**src/hdl/gng_pkg.sv**
```systemverilog
// ----------------------------------------------------------------------------
// gng_pkg: shared types and constants of the gaussian noise generator
// Operation codes, the command beat between front and back, and the constant
// tables for the LCG, the log, the radius scaling and the CORDIC stage.
// ----------------------------------------------------------------------------
package gng_pkg;

  localparam logic OP_DRAW   = 1'b0;
  localparam logic OP_RESEED = 1'b1;

  localparam logic [31:0] LCG_MUL    = 32'd1664525;
  localparam logic [31:0] LCG_ADD    = 32'd1013904223;
  localparam logic [31:0] SEED_RESET = 32'd42;
  localparam logic [32:0] U1_OFFSET  = 33'd4;

  localparam int          LOG_FRAC_BITS = 24;
  localparam logic [30:0] TWO_LN2_Q30   = 31'd1488522236;
  localparam logic [24:0] HALF_PI_Q24   = 25'd26353589;
  localparam int          CORDIC_ITERS  = 20;
  localparam logic signed [27:0] CORDIC_GAIN_Q24 = 28'sd10188014;

  // Command beat from front to back: the two generator words of a draw,
  // or a reseed marker.
  typedef struct packed {
    logic        reseed;
    logic [31:0] w1;
    logic [31:0] w2;
  } gng_cmd_t;

  function automatic logic [31:0] lcg_next(input logic [31:0] w);
    logic [63:0] p;
    p = w * LCG_MUL;
    return p[31:0] + LCG_ADD;
  endfunction

  function automatic logic signed [27:0] atan_q24(input logic [4:0] i);
    case (i)
      5'd0:  return 28'sd13176795;
      5'd1:  return 28'sd7778716;
      5'd2:  return 28'sd4110060;
      5'd3:  return 28'sd2086331;
      5'd4:  return 28'sd1047214;
      5'd5:  return 28'sd524117;
      5'd6:  return 28'sd262123;
      5'd7:  return 28'sd131069;
      5'd8:  return 28'sd65536;
      5'd9:  return 28'sd32768;
      5'd10: return 28'sd16384;
      5'd11: return 28'sd8192;
      5'd12: return 28'sd4096;
      5'd13: return 28'sd2048;
      5'd14: return 28'sd1024;
      5'd15: return 28'sd512;
      5'd16: return 28'sd256;
      5'd17: return 28'sd128;
      5'd18: return 28'sd64;
      5'd19: return 28'sd32;
      default: return 28'sd0;
    endcase
  endfunction

endpackage

```
**src/hdl/gng_queue.sv**
```systemverilog
// ----------------------------------------------------------------------------
// gng_queue: two-entry queue between front and back
// Decouples command generation from the long sample computation.
// ----------------------------------------------------------------------------
module gng_queue (
  input  logic              clk,
  input  logic              rst,
  input  logic              in_valid,
  output logic              in_ready,
  input  gng_pkg::gng_cmd_t in_cmd,
  output logic              out_valid,
  input  logic              out_ready,
  output gng_pkg::gng_cmd_t out_cmd
);
  import gng_pkg::*;

  gng_cmd_t    mem [2];
  logic        wp, rp;
  logic [1:0]  count;
  logic        wr, rd;

  assign in_ready  = (count != 2'd2);
  assign out_valid = (count != 2'd0);
  assign out_cmd   = mem[rp];
  assign wr = in_valid && in_ready;
  assign rd = out_valid && out_ready;

  always_ff @(posedge clk) begin
    if (wr) mem[wp] <= in_cmd;
    if (rst) begin
      wp <= 1'b0;
      rp <= 1'b0;
      count <= 2'd0;
    end else begin
      if (wr) wp <= ~wp;
      if (rd) rp <= ~rp;
      count <= count + {1'b0, wr} - {1'b0, rd};
    end
  end

endmodule

```
**config.mk**
```make
export PLATFORM = sky130hd
export DESIGN_NAME = gng_queue
export DESIGN_NICKNAME = d
export VERILOG_FILES = /design/src/hdl/gng_pkg.sv /design/src/hdl/gng_queue.sv
export SDC_FILE = /design/constraint.sdc
export NUM_CORES = 1
export LEC_CHECK = 0
export ABC_CLOCK_PERIOD_IN_PS = 7100
export BUFFER_PORTS_ARGS = -buffer_cell sky130_fd_sc_hd__buf_2
export CAP_MARGIN = 10
export CORE_AREA = 5 5 108 100
export DETAILED_ROUTE_END_ITERATION = 8
export DIE_AREA = 0 0 113 105
export HOLD_SLACK_MARGIN = 0.02
export PLACE_DENSITY = 0.81
export SYNTH_ARGS = -nofsm -noshare
export SYNTH_HDL_FRONTEND = slang
export SYNTH_SLANG_ARGS = --single-unit
```
**constraint.sdc**
```tcl
create_clock -name clk -period 7.1 [get_ports clk]
set_clock_uncertainty 0.05 [all_clocks]
set_input_delay 1.42 -clock clk [delete_from_list [all_inputs] [get_ports clk]]
set_output_delay 1.42 -clock clk [all_outputs]
set_load 0.005 [all_outputs]
```
After elaboration in Yosys (flattened, before gate mapping)
Memories as Yosys holds them, arrays and structs flattened. A register that Yosys moved wholly into a read port is not among the register bits.
Index checks and enable logic that the tools add are counted.
{ "word_totals": {"register_bits": 4, "ram_bits": 130, "input_bits": 69, "output_inout_bits": 67, "wordCells": 16, "memories": 1} }
{ "classes": {"n_addsub": 2, "n_eq_ne": 1, "muxes": 4, "bitwise": 2, "n_reduce_logical": 3} }
{ "mem_list": {"columns": ["name", "depth", "word_bits", "read_ports", "rd_ports_with_merged_regs", "wr", "line_no", "text"], "rows": [
  ["mem", 2, 65, 1, 1, 1, "gng_queue.sv:17", "gng_cmd_t mem [2];"]
]} }
{ "op_table": {"columns": ["op", "n"], "rows": [
  ["$mux 1", 4],
  ["$add 2x1->2", 1],
  ["$logic_and 1x1->1", 2],
  ["$ne 2x2->1 const B", 1],
  ["$not 1->1", 2],
  ["$reduce_bool 2->1", 1],
  ["$sub 2x1->2", 1]
]} }

Depth between registers and ports, before layout
{ "depth": {"word_depth": 4, "ltp_mapped": 8, "ltp_nobuf": 8} }

Worst setup path before layout
OpenSTA, ideal clock, no wires.
{ "synth_path": {"path_type": "in2reg", "from": "in in_valid", "to": "mem mem[0][0] (netlist name), enable pin", "setup_ns": 0.488, "t_arrival_ns": 4.220, "required_ns": 6.562, "slack_ns": 2.342, "stages": 2, "path_buffers": 0, "path_cell_list": "nand2_1 -> nor2_1"} }
{ "synth_between": {"elab_chain_len": 3} }
{ "synth_lines": {"columns": ["item", "line_no", "text"], "rows": [
  ["start: declaration", "gng_queue.sv:8", "input logic in_valid,"],
  ["$logic_and 1x1->1", "gng_queue.sv:25", "assign wr = in_valid && in_ready;"],
  ["$mux 1", "gng_queue.sv:29", "if (wr) mem[wp] <= in_cmd;"],
  ["$mux 1 (implied by the code)", "gng_queue.sv:29", null],
  ["end: declaration", "gng_queue.sv:17", null]
]} }
Every way passes these cells.

==> reports/qor.yml <==
rows: 34
ys_seq_elements: 135
finalSetupTns_ns: 0
fillers: 642
ys_seq_area_share_pct: 78.11
root_buffer: "clkbuf_8"
syn2layout_area_growth_pct: 28.09
async_flop_share_pct: 0
p_int_uw: 1924
drive_gt1_share_pct: 61.08
cts_hold_buf: 0
synth_top_family_by_area: "multiplexers"
drt_pass1_iterations: 5
drv_slew: 0
cp_slowest_cell: "buf_4"
synth_area_per_cell_um2: 22.68
worst_slew_pin_slew_ns: 0.8319
relSlewSlack_pct: 44.41
viasPerCell: 5.000
slowest_delay_ns: 0.70
synth_edf_count: 130
overflow: 0
drt_iter0_drc: 123
grt_max_degree: 47
tritoncts: "built"
clk_latency_ns: 0.50
dpl.hpwl_um: 6004
yosys-top-cells-area: "edfxtp_1, mux2_4, mux2_2"
hold_violations: 0
synth_area_um2: 5126
p_clk_share_pct: 37.7
status: "finished clean"
setup.worst_path.class: "register to output port"
synth_top_cell_by_area: "edfxtp_1"
rsz0062_at_grt: "false"
path_clk_slew_ns: 0.06
cp_max_fo: 46
vias: 2570
ios: 136
wl_um: 8904
drv_cap: 0
power_switching_share_pct: 22.96
drc: 0
detail-route-antenna-nets: 0
clk_path_buf_depth: 2
synth-simple-area-share_pct: 1.098
synth_compound_area_share_pct: 0.1464
grt_pass1_vias: 2750
fp.dieArea_um2: 11870
fmax_ghz: 0.2631
h-tree-depth: 4
port_buffers: 135
seqPwrFrac_pct: 42.0
die-width_um: 113
synth_commonest_cells: "edfxtp_1, mux2_4, mux2_2"
power_uw: 2497
track_usage_pct: 15.40
globalplace.congestion: 0.7118
fin_crit_sh_pct: 53.54
insertedDiodeCount: 0
core-area_um2: 9487
syn-num-nets: 297
min_path_type: "register to register"
multi_input_area_um2: 1055
die_y_um: 105
antenna_found_initial: 0
peakVddDrop_mv: 0.2282
start_util_pct: 54.04
yosysMostFrequentCell: "edfxtp_1"
synth_top_area_share_pct: 76.15
yosys.area_share.adder_pct: 0.4882
postCtsSetupRepairBufs: 0
grt_pass1_wl_um: 13870
synthCells: 226
crit_arrival_ns: 2.33
numCtsBuffers: 17
cp_data_required_time_ns: 5.63
endpoint_kind: "output port"
synth_xor_area_share_pct: 0.5126
combinationalPowerShare_pct: 20.3
nets: 447
yosysWarnings: 0
finalSetupViolations: 0
p_per_area_nw_per_um2: 380.3
startpoint_type: "register"
seqCellArea_um2: 4008
min_period_ns: 3.801
ys_types: 17
wire_per_inst_um: 17.32
cp_cell_sequence: "buf_4, mux2_2, buf_2"
synthMuxAreaShare_pct: 18.16
p_switching_uw: 573.4
p_leak_uw: 0.002595
synth_ff_type: "edfxtp_1"
cts_sinks: 135
postCtsResizedCells: 0
## cell usage in the layout (no fill, tap or decap), types with 2 or more instances in the layout
| cell type | netlist | layout |
|---|---|---|
| clkbuf_16 | 0 | 16 |
| nor2b_1 | 2 | 2 |
| buf_2 | 1 | 135 |
| xnor2_1 | 2 | 2 |
| mux2_4 | 50 | 50 |
| ha_1 | 2 | 2 |
| nor2_1 | 5 | 4 |
| bufinv_16 | 0 | 6 |
| clkinv_4 | 0 | 2 |
| clkinv_1 | 0 | 2 |
| dfxtp_1 | 5 | 4 |
| edfxtp_1 | 130 | 130 |
| mux2_2 | 16 | 16 |
| buf_4 | 0 | 3 |
## sequential cells by signal (all words and copies together) (netlist names), named ones only
signal,cells
mem,130
count,2
wp,1
rp,1
## cell type report
cell class / instances / area share [%]
flip-flops and latches: 135 / 61.03
clock inverters: 13 / 3.449
well taps: 126 / 2.401
inverters: 1 / 0.05716
clock buffers: 18 / 6.364
repair buffers: 138 / 10.63
multi-input cells: 83 / 16.06
## cells by family (layout without fill, tap and decap cells)
| family | after synthesis | count (layout) |
|---|---|---|
| adders and majority gates | 2 | 2 |
| AOI/OAI and AO/OA | 1 | 1 |
| xor gates and xnor gates | 3 | 3 |
| DFF | 135 | 135 |
| and+or+nand+nor | 11 | 11 |
| buffers and inverters | 8 | 170 |
| muxes | 66 | 66 |
## worst paths after layout
path                 start         end  slack, ns  depth (start not counted)
setup / recovery  register  out_cmd[1]       3.30                          3
hold / removal          rp          rp       0.49                          2
setup reg to reg  count[0]  mem[0][14]       4.76                          4
hold reg to reg         rp          rp       0.49                          2
## routing by layer
metal	up-vias	global-route usage (%)	wire, um
li1	1189	-	-
met1	1265	18.85	3664
met2	100	25.04	4419
met3	16	5.087	664
met4	0	6.781	156
met5	-	0	0
## power by group through the flow
stage                     clock [uW]  combinational, uW  sequential (uW)
final                            942                506             1050
after global routing             999                545             1060
after CTS                        961                518             1050
after detailed placement           0                516             1070
after global placement             0                505             1060
after floorplan                    0                355             1050
## critical path: cells and delay by family (launching register included)
family / cells / cell delay, ns
buffers and inverters: 2 / 0.83
DFF: 1 / 0.54
muxes: 1 / 0.42
## stage by stage
step,instance area [um^2],cells,utilization (%),worst slack [ns],hold slack (ns)
3_5_place_dp,5922,483,62.42,3.739,0.4823
2_1_floorplan,5126,226,-,2.342,0.4310
5_1_grt,6566,514,69.22,3.180,0.5289
3_3_place_gp,5922,483,62.42,3.805,0.4472
4_1_cts,6566,514,69.22,3.241,0.4984
6_report,6566,514,69.22,3.299,0.4883
No activity file was read; power rests on OpenSTA's default activity.
