## src/hdl/gng_pkg.sv

```systemverilog
// ----------------------------------------------------------------------------
// gng_pkg: shared types and constants of the gaussian noise generator
// Operation codes, the command beat between front and back, and the constant
// tables for the LCG, the log, the radius scaling and the CORDIC stage.
// ----------------------------------------------------------------------------
package gng_pkg;

  localparam logic OP_DRAW   = 1'b0;
  localparam logic OP_RESEED = 1'b1;

  localparam logic [31:0] LCG_MUL    = 32'd1664525;
  localparam logic [31:0] LCG_ADD    = 32'd1013904223;
  localparam logic [31:0] SEED_RESET = 32'd42;
  localparam logic [32:0] U1_OFFSET  = 33'd4;

  localparam int          LOG_FRAC_BITS = 24;
  localparam logic [30:0] TWO_LN2_Q30   = 31'd1488522236;
  localparam logic [24:0] HALF_PI_Q24   = 25'd26353589;
  localparam int          CORDIC_ITERS  = 20;
  localparam logic signed [27:0] CORDIC_GAIN_Q24 = 28'sd10188014;

  // Command beat from front to back: the two generator words of a draw,
  // or a reseed marker.
  typedef struct packed {
    logic        reseed;
    logic [31:0] w1;
    logic [31:0] w2;
  } gng_cmd_t;

  function automatic logic [31:0] lcg_next(input logic [31:0] w);
    logic [63:0] p;
    p = w * LCG_MUL;
    return p[31:0] + LCG_ADD;
  endfunction

  function automatic logic signed [27:0] atan_q24(input logic [4:0] i);
    case (i)
      5'd0:  return 28'sd13176795;
      5'd1:  return 28'sd7778716;
      5'd2:  return 28'sd4110060;
      5'd3:  return 28'sd2086331;
      5'd4:  return 28'sd1047214;
      5'd5:  return 28'sd524117;
      5'd6:  return 28'sd262123;
      5'd7:  return 28'sd131069;
      5'd8:  return 28'sd65536;
      5'd9:  return 28'sd32768;
      5'd10: return 28'sd16384;
      5'd11: return 28'sd8192;
      5'd12: return 28'sd4096;
      5'd13: return 28'sd2048;
      5'd14: return 28'sd1024;
      5'd15: return 28'sd512;
      5'd16: return 28'sd256;
      5'd17: return 28'sd128;
      5'd18: return 28'sd64;
      5'd19: return 28'sd32;
      default: return 28'sd0;
    endcase
  endfunction

endpackage

```

## src/hdl/gng_front.sv

```systemverilog
// ----------------------------------------------------------------------------
// gng_front: input side of the gaussian noise generator
// Holds the generator word, steps it twice per draw and loads it on reseed.
// ----------------------------------------------------------------------------
module gng_front (
  input  logic            clk,
  input  logic            rst,
  input  logic            push,
  output logic            full,
  input  logic            op,
  input  logic [31:0]     seed_value,
  output logic            cmd_valid,
  input  logic            cmd_ready,
  output gng_pkg::gng_cmd_t cmd
);
  import gng_pkg::*;

  logic [31:0] word;
  logic [31:0] w1_step;
  logic [31:0] w2_step;

  assign w1_step = lcg_next(word);
  assign w2_step = lcg_next(w1_step);

  // Single holding register toward the queue.
  assign full = cmd_valid && !cmd_ready;

  always_ff @(posedge clk) begin
    if (rst) begin
      word      <= SEED_RESET;
      cmd_valid <= 1'b0;
    end else begin
      cmd_valid <= (push && !full) || (cmd_valid && !cmd_ready);
      if (push && !full) begin
        if (op == OP_RESEED) begin
          word       <= seed_value;
          cmd.reseed <= 1'b1;
        end else begin
          word       <= w2_step;
          cmd.reseed <= 1'b0;
        end
        cmd.w1 <= w1_step;
        cmd.w2 <= w2_step;
      end
    end
  end

endmodule

```

## config.mk

```make
export PLATFORM = sky130hd
export DESIGN_NAME = gng_front
export DESIGN_NICKNAME = d
export VERILOG_FILES = /design/src/hdl/gng_pkg.sv /design/src/hdl/gng_front.sv
export SDC_FILE = /design/constraint.sdc
export NUM_CORES = 1
export LEC_CHECK = 0
export ABC_CLOCK_PERIOD_IN_PS = 10620
export BUFFER_PORTS_ARGS = -buffer_cell sky130_fd_sc_hd__buf_2
export CAP_MARGIN = 25
export CELL_PAD_IN_SITES_DETAIL_PLACEMENT = 0
export CELL_PAD_IN_SITES_GLOBAL_PLACEMENT = 1
export CORE_AREA = 2 2 197 199
export CTS_BUF_LIST = sky130_fd_sc_hd__clkbuf_8 sky130_fd_sc_hd__clkbuf_16
export CTS_CLUSTER_DIAMETER = 80
export DETAILED_ROUTE_END_ITERATION = 7
export DIE_AREA = 0 0 199 201
export HOLD_SLACK_MARGIN = 0.12
export PLACE_DENSITY_LB_ADDON = 0.1
export SYNTH_ARGS = -nofsm -noshare
export SYNTH_HDL_FRONTEND = slang
export SYNTH_SLANG_ARGS = --single-unit
```

## constraint.sdc

```tcl
create_clock -name clk -period 10.62 [get_ports clk]
set_input_delay 1.593 -clock clk [delete_from_list [all_inputs] [get_ports clk]]
set_output_delay 1.593 -clock clk [all_outputs]
set_load 0.005 [all_outputs]
```

# [Word level (Yosys, flattened, before mapping)]
# Index checks and enable logic that the tools add are counted.
[totals] register_bits=98 in_bits=37 elab_cells=18
[classes] addsub=2 n_reduce_logical=6 mux=2 multipliers=2 n_bitwise=1
[ops] cell="adder 32 x 30 -> 32 bit (second input constant)" n=2
[ops] cell="multiplier 32 x 21 -> 32 bit (second input constant)" n=2
[ops] cell="2-to-1 mux 32 bit" n=1
[ops] cell="logical AND 1 bit" n=2
[ops] cell="logical NOT 1 bit" n=2
[ops] cell="AND reduction 2 bit" n=1
[ops] cell="logical OR 1 bit" n=1
[ops] cell="2-to-1 mux 1 bit" n=1
[ops] cell="NOT 1 bit" n=1

# [Depth between registers and ports, before layout]
[logic_depth] ltp_word=5 ltp_mapped=45 mapped_depth_nobuf=44

# [Worst setup path before layout]
# OpenSTA, ideal clock, no wires.
[synth_timing] path_type="flip-flop to flip-flop" startpoint="register word[0]" endpoint="register word[31]" stages_incl_launch_ff=44 period_less_slack_ns=10.690 t_arrival_ns=10.561 t_required_ns=10.491 setup_slack_ns=-0.070 n_path_buf=1 path_cell_list="dfxtp_1 -> inv_1 -> ha_1 -> clkbuf_1 -> xor2_1 -> xnor2_1 -> fa_1 -> fa_1 -> inv_1 -> fa_1 -> fa_1 -> inv_1 -> fa_1 -> inv_1 -> ha_1 -> a21o_1 -> a21o_1 -> a21oi_1 -> [... 8 more ...] -> ha_1 -> ha_1 -> ha_1 -> ha_1 -> inv_1 -> fa_1 -> fa_1 -> fa_1 -> xnor2_1 -> xnor2_1 -> xnor2_1 -> xnor2_1 -> xnor3_1 -> xnor2_1 -> xnor3_1 -> xnor3_1 -> mux2i_1 -> o31ai_2"
[synth_between] elab_chain_cells=5
[synth_lines] element="start, declared" line="gng_front.sv:18" rtl="logic [31:0] word;"
[synth_lines] element="start signal, assigned" line="gng_front.sv:36" rtl="word <= seed_value;"
[synth_lines] element="start signal, assigned" line="gng_front.sv:39" rtl="word <= w2_step;"
[synth_lines] element="multiplier 32 x 21 -> 32 bit" line="gng_pkg.sv:32" rtl="p = w * LCG_MUL;"
[synth_lines] element="adder 32 x 30 -> 32 bit" line="gng_pkg.sv:33" rtl="return p[31:0] + LCG_ADD;"
[synth_lines] element="named net w1_step[0]" line="gng_front.sv:19" rtl="logic [31:0] w1_step;"
[synth_lines] element="multiplier 32 x 21 -> 32 bit" line="gng_pkg.sv:32"
[synth_lines] element="adder 32 x 30 -> 32 bit" line="gng_pkg.sv:33"
[synth_lines] element="named net w2_step[31]" line="gng_front.sv:20" rtl="logic [31:0] w2_step;"
[synth_lines] element="2-to-1 mux 32 bit" line="gng_front.sv:35" rtl="if (op == OP_RESEED) begin"
# The timed path passes the listed nets, and every way through them passes these cells.
# A chain may end at the register's enable or synchronous reset.

# [Worst setup path in the final report]
[layout_timing] startpoint="register word[1]" endpoint="register word[31]"
# The elaborated chain is that of the path after synthesis.

==> results.cfg <==
[setup_path]
regToRegStartpoint = word[1]
cpMaxStageDelayCell = fa_1
cp-start-kind = register
startpoint = word[1]
reg2regPathDepth = 40
cpPeakStageDelay_ns = 0.54
arrival_ns = 10.47
crit_fanout = 10
end_kind = register
critPathRequiredTime_ns = 10.86
crit_type = reg -> reg

[timing]
setup_viol = 0
tns_ns = 0
period_share_pct = 96.2
clock.fmax_ghz = 0.0978
setup_slack_ns = 0.399
tightest_slew_ns = 1.01
rsz0062_at_grt = true
layout_min_cycle_time_ns = 10.22
worst_slew_margin_rel_pct = 32.4
worst_hold_slack_ns = 0.516
hold_viol_final = 0
slew_viol_final = 0
final.setup_skew_ns = 0.0177

[detailed_routing]
vias_per_cell = 4.88
ant_nets = 0
drt_iter0_drc = 529
avgRoutedWirePerCell_um = 20.4
vias = 11465
remaining_drc_errors = 0
drt_wl_total_um = 47900
drt_pass1_iterations = 5

[cells_and_area]
antenna_cells = 0
final_layout_size_suffix_gt1_share_pct = 13.2
final_core_util_pct = 50.4
layout.nets = 2461
area_growth_syn_to_layout_pct = 12.2

[placement]
portBuffers = 103
dp_hpwl_um = 42600
place.gp.congestion = 0.899
dpl_worst_slack_ns = 0.191

[grt]
overflow = 0
antenna_found_initial = 0
grt_pass1_wl_um = 74600
grt_usage_pct = 25.5
use_met1_pct = 36.4
globalRouteMet2Util_pct = 42.2
grt_max_degree = 66
top_usage_layer = met2
grt_pass1_vias = 12509
gr-usage-met3_pct = 2.20

[cts]
clkLatencyLatePin_ns = 0.39
numCtsBuffers = 9
cts_tree = yes
path_clk_slew_ns = 0.08
clock-root-buffer = clkbuf_16
clock-sinks = 98
htreeDepth = 3
cts_max_path_buffers = 2

[floorplanning]
die_y_um = 201
ioPinCount = 104
core-area_um2 = 38100
start_util_pct = 45.0
rows = 72
die_area_um2 = 40000
die_w_um = 199

[run_status]
status = complete, no violations

[yosys]
synth_nets = 2305
yosys_warnings = 0
synthCells = 1671
ys_ff_latch = 98
async_flop_share_pct = 0
synth_ff_type = edfxtp_1
yosysTopAreaCellShare_pct = 32.5
ys_seq_area_share_pct = 15.2
synth-edff-count = 65
synth_cell_types = 57
synth_area_leaders = fa_1, ha_1, edfxtp_1
netlist_area_um2 = 17100
yosys.area.top_type = fa_1
synth_area_per_cell_um2 = 10.3

[worst_hold_path]
min_path_cells = 2
min_path_type = reg -> reg
min_from = word[14]

[job]
drv_cap = 0
through the flow:
step           cell area, um2  cells
6_report                19200   2350
4_1_cts                 18900   2340
5_1_grt                 19200   2350
3_3_place_gp            18600   2324
2_1_floorplan           17100   1671
3_5_place_dp            18600   2324
synth_stat cells (5+ instances only):
| library cell | number |
|---|---|
| inv_1 | 506 |
| o21ai_0 | 25 |
| xnor2_1 | 77 |
| mux2i_1 | 10 |
| or2_2 | 6 |
| a21o_1 | 20 |
| o21bai_1 | 11 |
| a31oi_1 | 6 |
| a311oi_1 | 9 |
| clkbuf_1 | 11 |
| and3_1 | 9 |
| nand2b_1 | 8 |
| a21oi_1 | 60 |
| a211oi_1 | 15 |
| nand3_1 | 8 |
| buf_1 | 5 |
| nand2_1 | 53 |
| ha_1 | 319 |
| nor2_1 | 48 |
| nor2b_1 | 7 |
| xor2_1 | 18 |
| dfxtp_1 | 33 |
| fa_1 | 278 |
| edfxtp_1 | 65 |
critical path, delay by kind of cell (launching register included):
| family | cells | cell delay [ns] |
|---|---|---|
| XOR/XNOR | 9 | 1.64 |
| multiplexers | 1 | 0.18 |
| adder cells (fa/ha/maj) | 13 | 5.08 |
| AO/OA/AOI/OAI | 11 | 2.06 |
| buffers and inverters | 6 | 0.72 |
| flip-flops | 1 | 0.37 |
cells by family (layout without fill, tap and decap cells):
group           count (synthesis)  after routing  share of synthesized area (%)
xor+xnor                       98             98                           5.25
mux                            12             12                          0.715
flops                          98             98                           15.2
compound gates                187            187                           7.37
simple gates                  156            156                           4.20
buf+inv                       523            684                           11.5
fa+ha+maj                     597            597                           55.8
sequential cells by signal (all words and copies together), names as in the netlist:
name and count:
cmd 65, cmd_valid 1, word 32
area by class of cell:
class	instances	area (um2)
well taps	518	648
clock buffers	10	239
clock inverters	6	71.3
fillers	3683	18900
flip-flops and latches	98	2620
repair buffers	161	951
multi-input cells	1050	12800
inverters	507	1900
what timing repair did:
item	4_1_cts	5_1_grt
resized for setup	0	46
setup endpoints to repair	0	13
hold buffers	0	0
setup buffers	0	10
worst paths after layout:
path | endpoint | slack [ns]
max reg2reg | word[31] | 0.40
min | word[14] | 0.52
min reg2reg | word[14] | 0.52
max | word[31] | 0.40
layer usage:
layer  share of wire, %  wire, um
met2                 49     23500
met3                2.3      1110
met1                 47     22500
met4                1.7       803
met5                  0         0
cells in the final DEF (no fill, tap or decap), types with 7 or more instances in the layout:
cell / n
a211oi_1: 12
ha_1: 307
dfxtp_1: 26
clkbuf_16: 9
a311oi_1: 9
o21ai_0: 24
xor2_1: 15
xnor2_1: 70
buf_4: 58
edfxtp_1: 65
nand3_1: 8
and3_1: 9
o21bai_1: 11
nor2b_1: 7
mux2i_1: 10
buf_2: 103
nor2_1: 47
nand2b_1: 8
a21oi_1: 56
inv_1: 507
xnor2_2: 7
nand2_1: 53
a21oi_2: 7
fa_1: 274
ha_2: 7
a21o_1: 20
Power is not shown: default switching activity piles up to over one toggle a cycle in this logic, so the estimate is an artifact.
